$ cat src/fol_pkg.sv
// ----------------------------------------------------------------------------
// fol_pkg
// Shared constants, codes and types for the frequency ordered list locate unit.
// ----------------------------------------------------------------------------
package fol_pkg;

    // table geometry
    localparam int TABLE_DEPTH = 16;
    localparam int COUNT_WIDTH = 16;
    localparam int POS_W       = $clog2(TABLE_DEPTH);
    localparam int LEN_W       = $clog2(TABLE_DEPTH + 1);

    // field widths
    localparam int CMD_W    = 2;
    localparam int KEY_W    = 32;
    localparam int IDX_W    = 4;
    localparam int STATUS_W = 2;
    localparam int OPOS_W   = 4;
    localparam int OCNT_W   = 16;

    // commands
    localparam logic [CMD_W-1:0] CMD_APPEND = 2'd0;
    localparam logic [CMD_W-1:0] CMD_LOCATE = 2'd1;
    localparam logic [CMD_W-1:0] CMD_READ   = 2'd2;

    // result status
    localparam logic [STATUS_W-1:0] ST_OK        = 2'd0;
    localparam logic [STATUS_W-1:0] ST_NOT_FOUND = 2'd1;
    localparam logic [STATUS_W-1:0] ST_FULL      = 2'd2;
    localparam logic [STATUS_W-1:0] ST_BAD_INDEX = 2'd3;

    // cell update operations
    localparam logic [1:0] OP_HOLD   = 2'd0;
    localparam logic [1:0] OP_APPEND = 2'd1;
    localparam logic [1:0] OP_BUMP   = 2'd2;
    localparam logic [1:0] OP_MOVE   = 2'd3;

    typedef logic [COUNT_WIDTH-1:0] count_t;
    typedef logic [POS_W-1:0]       pos_t;
    typedef logic [LEN_W-1:0]       len_t;

    // broadcast from the controller to every cell
    typedef struct packed {
        logic [1:0]              op;
        len_t                    used;
        logic signed [KEY_W-1:0] key;
        count_t                  count;
        pos_t                    found;
        pos_t                    dest;
    } bcast_t;

    function automatic logic [OPOS_W-1:0] to_out_pos(input pos_t p);
        logic [31:0] t;
        t = 32'(p);
        return t[OPOS_W-1:0];
    endfunction

    function automatic logic [OCNT_W-1:0] to_out_count(input count_t c);
        logic [31:0] t;
        t = 32'(c);
        return t[OCNT_W-1:0];
    endfunction

endpackage

$ cat src/fol_cell.sv
// ----------------------------------------------------------------------------
// fol_cell
// One table entry: compares against the broadcast key and takes data from
// its neighbors when an entry moves through the row.
// ----------------------------------------------------------------------------
module fol_cell (
    input  logic                             clk,
    input  fol_pkg::pos_t                    pos,
    input  fol_pkg::bcast_t                  bc,
    input  logic signed [fol_pkg::KEY_W-1:0] prev_key,
    input  fol_pkg::count_t                  prev_count,
    input  logic signed [fol_pkg::KEY_W-1:0] next_key,
    input  fol_pkg::count_t                  next_count,
    output logic signed [fol_pkg::KEY_W-1:0] key,
    output fol_pkg::count_t                  count,
    output logic                             match,
    output logic                             le
);

    logic signed [fol_pkg::KEY_W-1:0] key_reg, key_next;
    fol_pkg::count_t                  count_reg, count_next;
    logic                             in_use;

    assign in_use = fol_pkg::len_t'(pos) < bc.used;
    assign match  = in_use && (key_reg == bc.key);
    assign le     = in_use && (pos != bc.found) && (count_reg <= bc.count);
    assign key    = key_reg;
    assign count  = count_reg;

    always_comb
    begin
        key_next   = key_reg;
        count_next = count_reg;
        unique case (bc.op)
            fol_pkg::OP_APPEND:
            begin
                if (fol_pkg::len_t'(pos) == bc.used)
                begin
                    key_next   = bc.key;
                    count_next = '0;
                end
            end
            fol_pkg::OP_BUMP:
            begin
                if (pos == bc.found)
                    count_next = bc.count;
            end
            fol_pkg::OP_MOVE:
            begin
                if (pos == bc.dest)
                begin
                    key_next   = bc.key;
                    count_next = bc.count;
                end
                else if (bc.dest < bc.found)
                begin
                    // entries between dest and found slide one toward the tail
                    if (pos > bc.dest && pos <= bc.found)
                    begin
                        key_next   = prev_key;
                        count_next = prev_count;
                    end
                end
                else if (pos >= bc.found && pos < bc.dest)
                begin
                    key_next   = next_key;
                    count_next = next_count;
                end
            end
            default:
            begin
            end
        endcase
    end

    always_ff @(posedge clk)
    begin
        key_reg   <= key_next;
        count_reg <= count_next;
    end

endmodule

$ cat config.mk
export PLATFORM = sky130hd
export DESIGN_NAME = fol_cell
export DESIGN_NICKNAME = d
export VERILOG_FILES = /design/src/fol_pkg.sv /design/src/fol_cell.sv
export SDC_FILE = /design/constraint.sdc
export NUM_CORES = 1
export LEC_CHECK = 0
export BUFFER_PORTS_ARGS = -buffer_cell sky130_fd_sc_hd__buf_2
export CORE_MARGIN = 2
export CORE_UTILIZATION = 41
export DETAILED_ROUTE_END_ITERATION = 10
export PLACE_DENSITY = 0.76
export SYNTH_ARGS = -nofsm -noshare
export SYNTH_HDL_FRONTEND = slang
export SYNTH_SLANG_ARGS = --single-unit
$ cat constraint.sdc
create_clock -name clk -period 4.1 [get_ports clk]
set_input_delay 0.615 -clock clk [delete_from_list [all_inputs] [get_ports clk]]
set_output_delay 0.615 -clock clk [all_outputs]
set_load 0.01 [all_outputs]
==> results.md <==
Status:
- The flow ran to the end, and the final reports show no timing, DRC or antenna violations.

Floorplanning:
- The vertical die dimension is 98.0 um.
- The floorplan row count is 34.
- The die span in x is 98.0 um.
- In this run the standard cell core region covers 8640 um2.
- The die covers 9600 um2.
- During I/O placement, the number of pins put on the boundary was 214.
- The initial utilization of the core area, before any placement, comes to 0.419.

Pwr:
- The total power draw is 1440 uW.
- The static leakage is 0.00241 uW.
- The maximum ir drop on the vdd rail is 0.156 mV.
- Dividing total power by cell area gives a power density of 294 nW/um2.

Yosys:
- Counting flops with a built-in enable in the synthesized netlist gives 48.
- In this run the cell area of the synthesized design comes to 3620 um2.
- The largest area contributor in the synthesized netlist is sky130_fd_sc_hd__edfxtp_1.
- Yosys attributes the largest share of cell area to sky130_fd_sc_hd__edfxtp_1, sky130_fd_sc_hd__mux2i_1, sky130_fd_sc_hd__ha_1.
- Synthesis produced a netlist with a net count of 563.
- Among all flip-flop cells after synthesis, the most frequent one is sky130_fd_sc_hd__edfxtp_1.
- The number of standard cells after synthesis is 368.
- Of the post-synthesis cell area, the dominant cell type holds 0.398.
- After synthesis, the share of flip-flops with an asynchronous set or reset is 0.
- The register bit total from synthesis is 48.
- Sorting the synthesized cells by how often they occur yields sky130_fd_sc_hd__nand2_1, sky130_fd_sc_hd__o21ai_0, sky130_fd_sc_hd__edfxtp_1, sky130_fd_sc_hd__mux2i_1, sky130_fd_sc_hd__xor2_1.
- A synthesized cell averages 9.84 um2.
- The most instantiated library cell after synthesis is sky130_fd_sc_hd__nand2_1.
- The sequential element share of the synthesized area is 0.398.
- The post-synthesis cell type count is 33.
- The synthesis warning total is 0.

Timing:
- The final number of setup-violating endpoints is 0.
- For the final routed database, the setup TNS stands at 0 ns.
- Setup repair after global routing left no endpoint under its margin.
- The share of the clock period used by the worst path is 0.736.
- The hold violation total from the final report is 0.
- The final number of max-transition violations is 0.
- The final critical delay including setup and external delays is 3.02 ns.
- Derived from the worst setup path, the maximum achievable clock frequency is 331 MHz.
- Hold is met by 0.608 ns.
- The slew at the pin closest to its max-slew limit is 1.08 ns.
- The worst pin sits at a relative slew slack of 0.278.

Clocking:
- The clock drives 48 sinks.
- The post-cts hold buffer count is 0.
- The TritonCTS clock tree is done.
- The count of H-tree levels built during CTS is 2.
- In this run the post-CTS setup repair buffer count came out at 0.
- Clock tree synthesis selected as its root buffer the cell sky130_fd_sc_hd__clkbuf_8.
- The number of gates resized after cts is 0.
- The clock-pin slew reported for the worst setup and hold paths after clock tree synthesis is 0.09 ns.
- No sink is reached through more buffers than the 2 on the longest clock path.
- The number of buffers inserted during clock tree synthesis is 5.

Global route:
- The first-pass GRT wire length is 16200 um.
- The via count of the first global-routing pass was 3544.
- For this run the aggregate overflow at the end of global routing stands at 0.
- Entering global routing, the biggest net connects 49 pins.
- The number of antenna violations at the first check in global routing came to 0.
- For this run, the total global-route usage over all layers was measured as 0.207.

Route:
- The routed design has 10300 um of wire.
- The count of nets left with antenna violations once routing finished came out at 0.
- Dividing the detail-routed wire length by the instance count gives 15.0 um.
- The detailed-route DRC error count is 0.
- After detailed routing, the number of vias per cell comes to 5.13.
- The total number of vias is 3517.
- The count of TritonRoute iterations in the first routing pass is 4.
- The iteration-0 DRC count of the detailed router is 130.

Setup path:
- The kind of end point of the critical path is an output port.
- In this run the worst path has a maximum fanout of 3.
- The type of the worst setup path is input pin to output port.
- The worst setup path is launched from an input pin.
- The endpoint required time on the critical path is 3.48 ns.
- Data on the critical path arrives at its endpoint at 2.40 ns.

Place:
- Buffers placed on the I/O ports in this run total 213.
- The final weighted congestion in routability-driven placement is 0.948.
- The detailed-placement wirelength estimate is 8480 um.

Hold path:
- Counting instances, the worst hold path has a depth of 3.
- The class of the worst hold path is input pin to register.

Cells and area:
- Relative to the synthesized area, the layout overhead comes to 34.9%.
- The register with the most flip-flops in the layout has 32 of them.
- The layout net count is 772.
- Of the cells placed in the final design, the portion with a size suffix greater than 1 is 0.398.
- The count of antenna diodes in the layout is 0.
- At the end of the flow the core is filled with cells to 0.566.

Job:
- Max-cap violations in this run came to 0.
==> report_power, final <==
part | internal [uW] | switching (uW)
logic | 231 | 262
clock network | 120 | 164
registers | 618 | 40.7
==> metrics by stage <==
step / setup WS, ns / instance area (um2) / cells
2_1_floorplan: 0.681 / 3620 / 368
3_3_place_gp: 0.952 / 4800 / 678
3_5_place_dp: 0.908 / 4800 / 678
4_1_cts: 1.11 / 4890 / 686
5_1_grt: 0.955 / 4890 / 686
6_report: 1.08 / 4890 / 686
==> layer usage <==
layer	global-route usage	share of wire
met1	0.243	0.40
met2	0.377	0.50
met3	0.0415	0.069
met4	0.0705	0.025
met5	0	0
==> worst max-delay path: stages <==
cell and delay (ns):
sky130_fd_sc_hd__buf_2 0.09, sky130_fd_sc_hd__inv_1 0.04, sky130_fd_sc_hd__ha_1 0.32, sky130_fd_sc_hd__a21oi_1 0.17, sky130_fd_sc_hd__nand2_1 0.07, sky130_fd_sc_hd__a211o_1 0.29
sky130_fd_sc_hd__a221o_1 0.27, sky130_fd_sc_hd__a211oi_1 0.34, sky130_fd_sc_hd__buf_2 0.20
==> placed cells by master (no fill, tap or decap), types with 2 or more instances in the layout <==
master / netlist / final
sky130_fd_sc_hd__and4_1: 2 / 2
sky130_fd_sc_hd__nand4_1: 4 / 4
sky130_fd_sc_hd__buf_4: 1 / 4
sky130_fd_sc_hd__mux2i_1: 48 / 48
sky130_fd_sc_hd__nor2b_1: 5 / 5
sky130_fd_sc_hd__nor2_1: 6 / 6
sky130_fd_sc_hd__edfxtp_1: 48 / 48
sky130_fd_sc_hd__o21a_1: 3 / 2
sky130_fd_sc_hd__nor4_1: 9 / 9
sky130_fd_sc_hd__nor3_1: 2 / 2
sky130_fd_sc_hd__o211ai_1: 2 / 2
sky130_fd_sc_hd__a21o_1: 3 / 3
sky130_fd_sc_hd__a21oi_1: 12 / 12
sky130_fd_sc_hd__ha_1: 31 / 31
sky130_fd_sc_hd__xor2_1: 32 / 32
sky130_fd_sc_hd__a211oi_1: 2 / 2
sky130_fd_sc_hd__o21ai_0: 50 / 50
sky130_fd_sc_hd__inv_1: 28 / 28
sky130_fd_sc_hd__nand3_1: 3 / 3
sky130_fd_sc_hd__nand2_1: 52 / 51
sky130_fd_sc_hd__clkbuf_8: 0 / 5
sky130_fd_sc_hd__buf_2: 4 / 213
==> final timing paths <==
path,slack (ns),end,start
setup / recovery,1.08,le,bc[22]
hold / removal,0.61,count[8],bc[16]
==> layout make-up <==
| cell class | count | area, um2 |
|---|---|---|
| clock buffer | 5 | 68.8 |
| fill | 800 | 3750 |
| timing repair buffer | 217 | 1100 |
| sequential | 48 | 1440 |
| multi-input combinational | 277 | 2020 |
| clock inverter | 3 | 17.5 |
| inverter | 28 | 105 |
| tap | 108 | 135 |
==> cells by family (layout without fill, tap and decap cells) <==
| group | after synthesis | after routing | share of synthesized area |
|---|---|---|---|
| AOI/OAI and AO/OA | 78 | 78 | 0.123 |
| xor gates and xnor gates | 32 | 32 | 0.0774 |
| adders and majority gates | 31 | 31 | 0.107 |
| buffers and inverters | 43 | 253 | 0.0470 |
| DFF | 48 | 48 | 0.398 |
| muxes | 48 | 48 | 0.133 |
| and+or+nand+nor | 88 | 88 | 0.115 |
No activity file was read; power rests on OpenSTA's default activity.
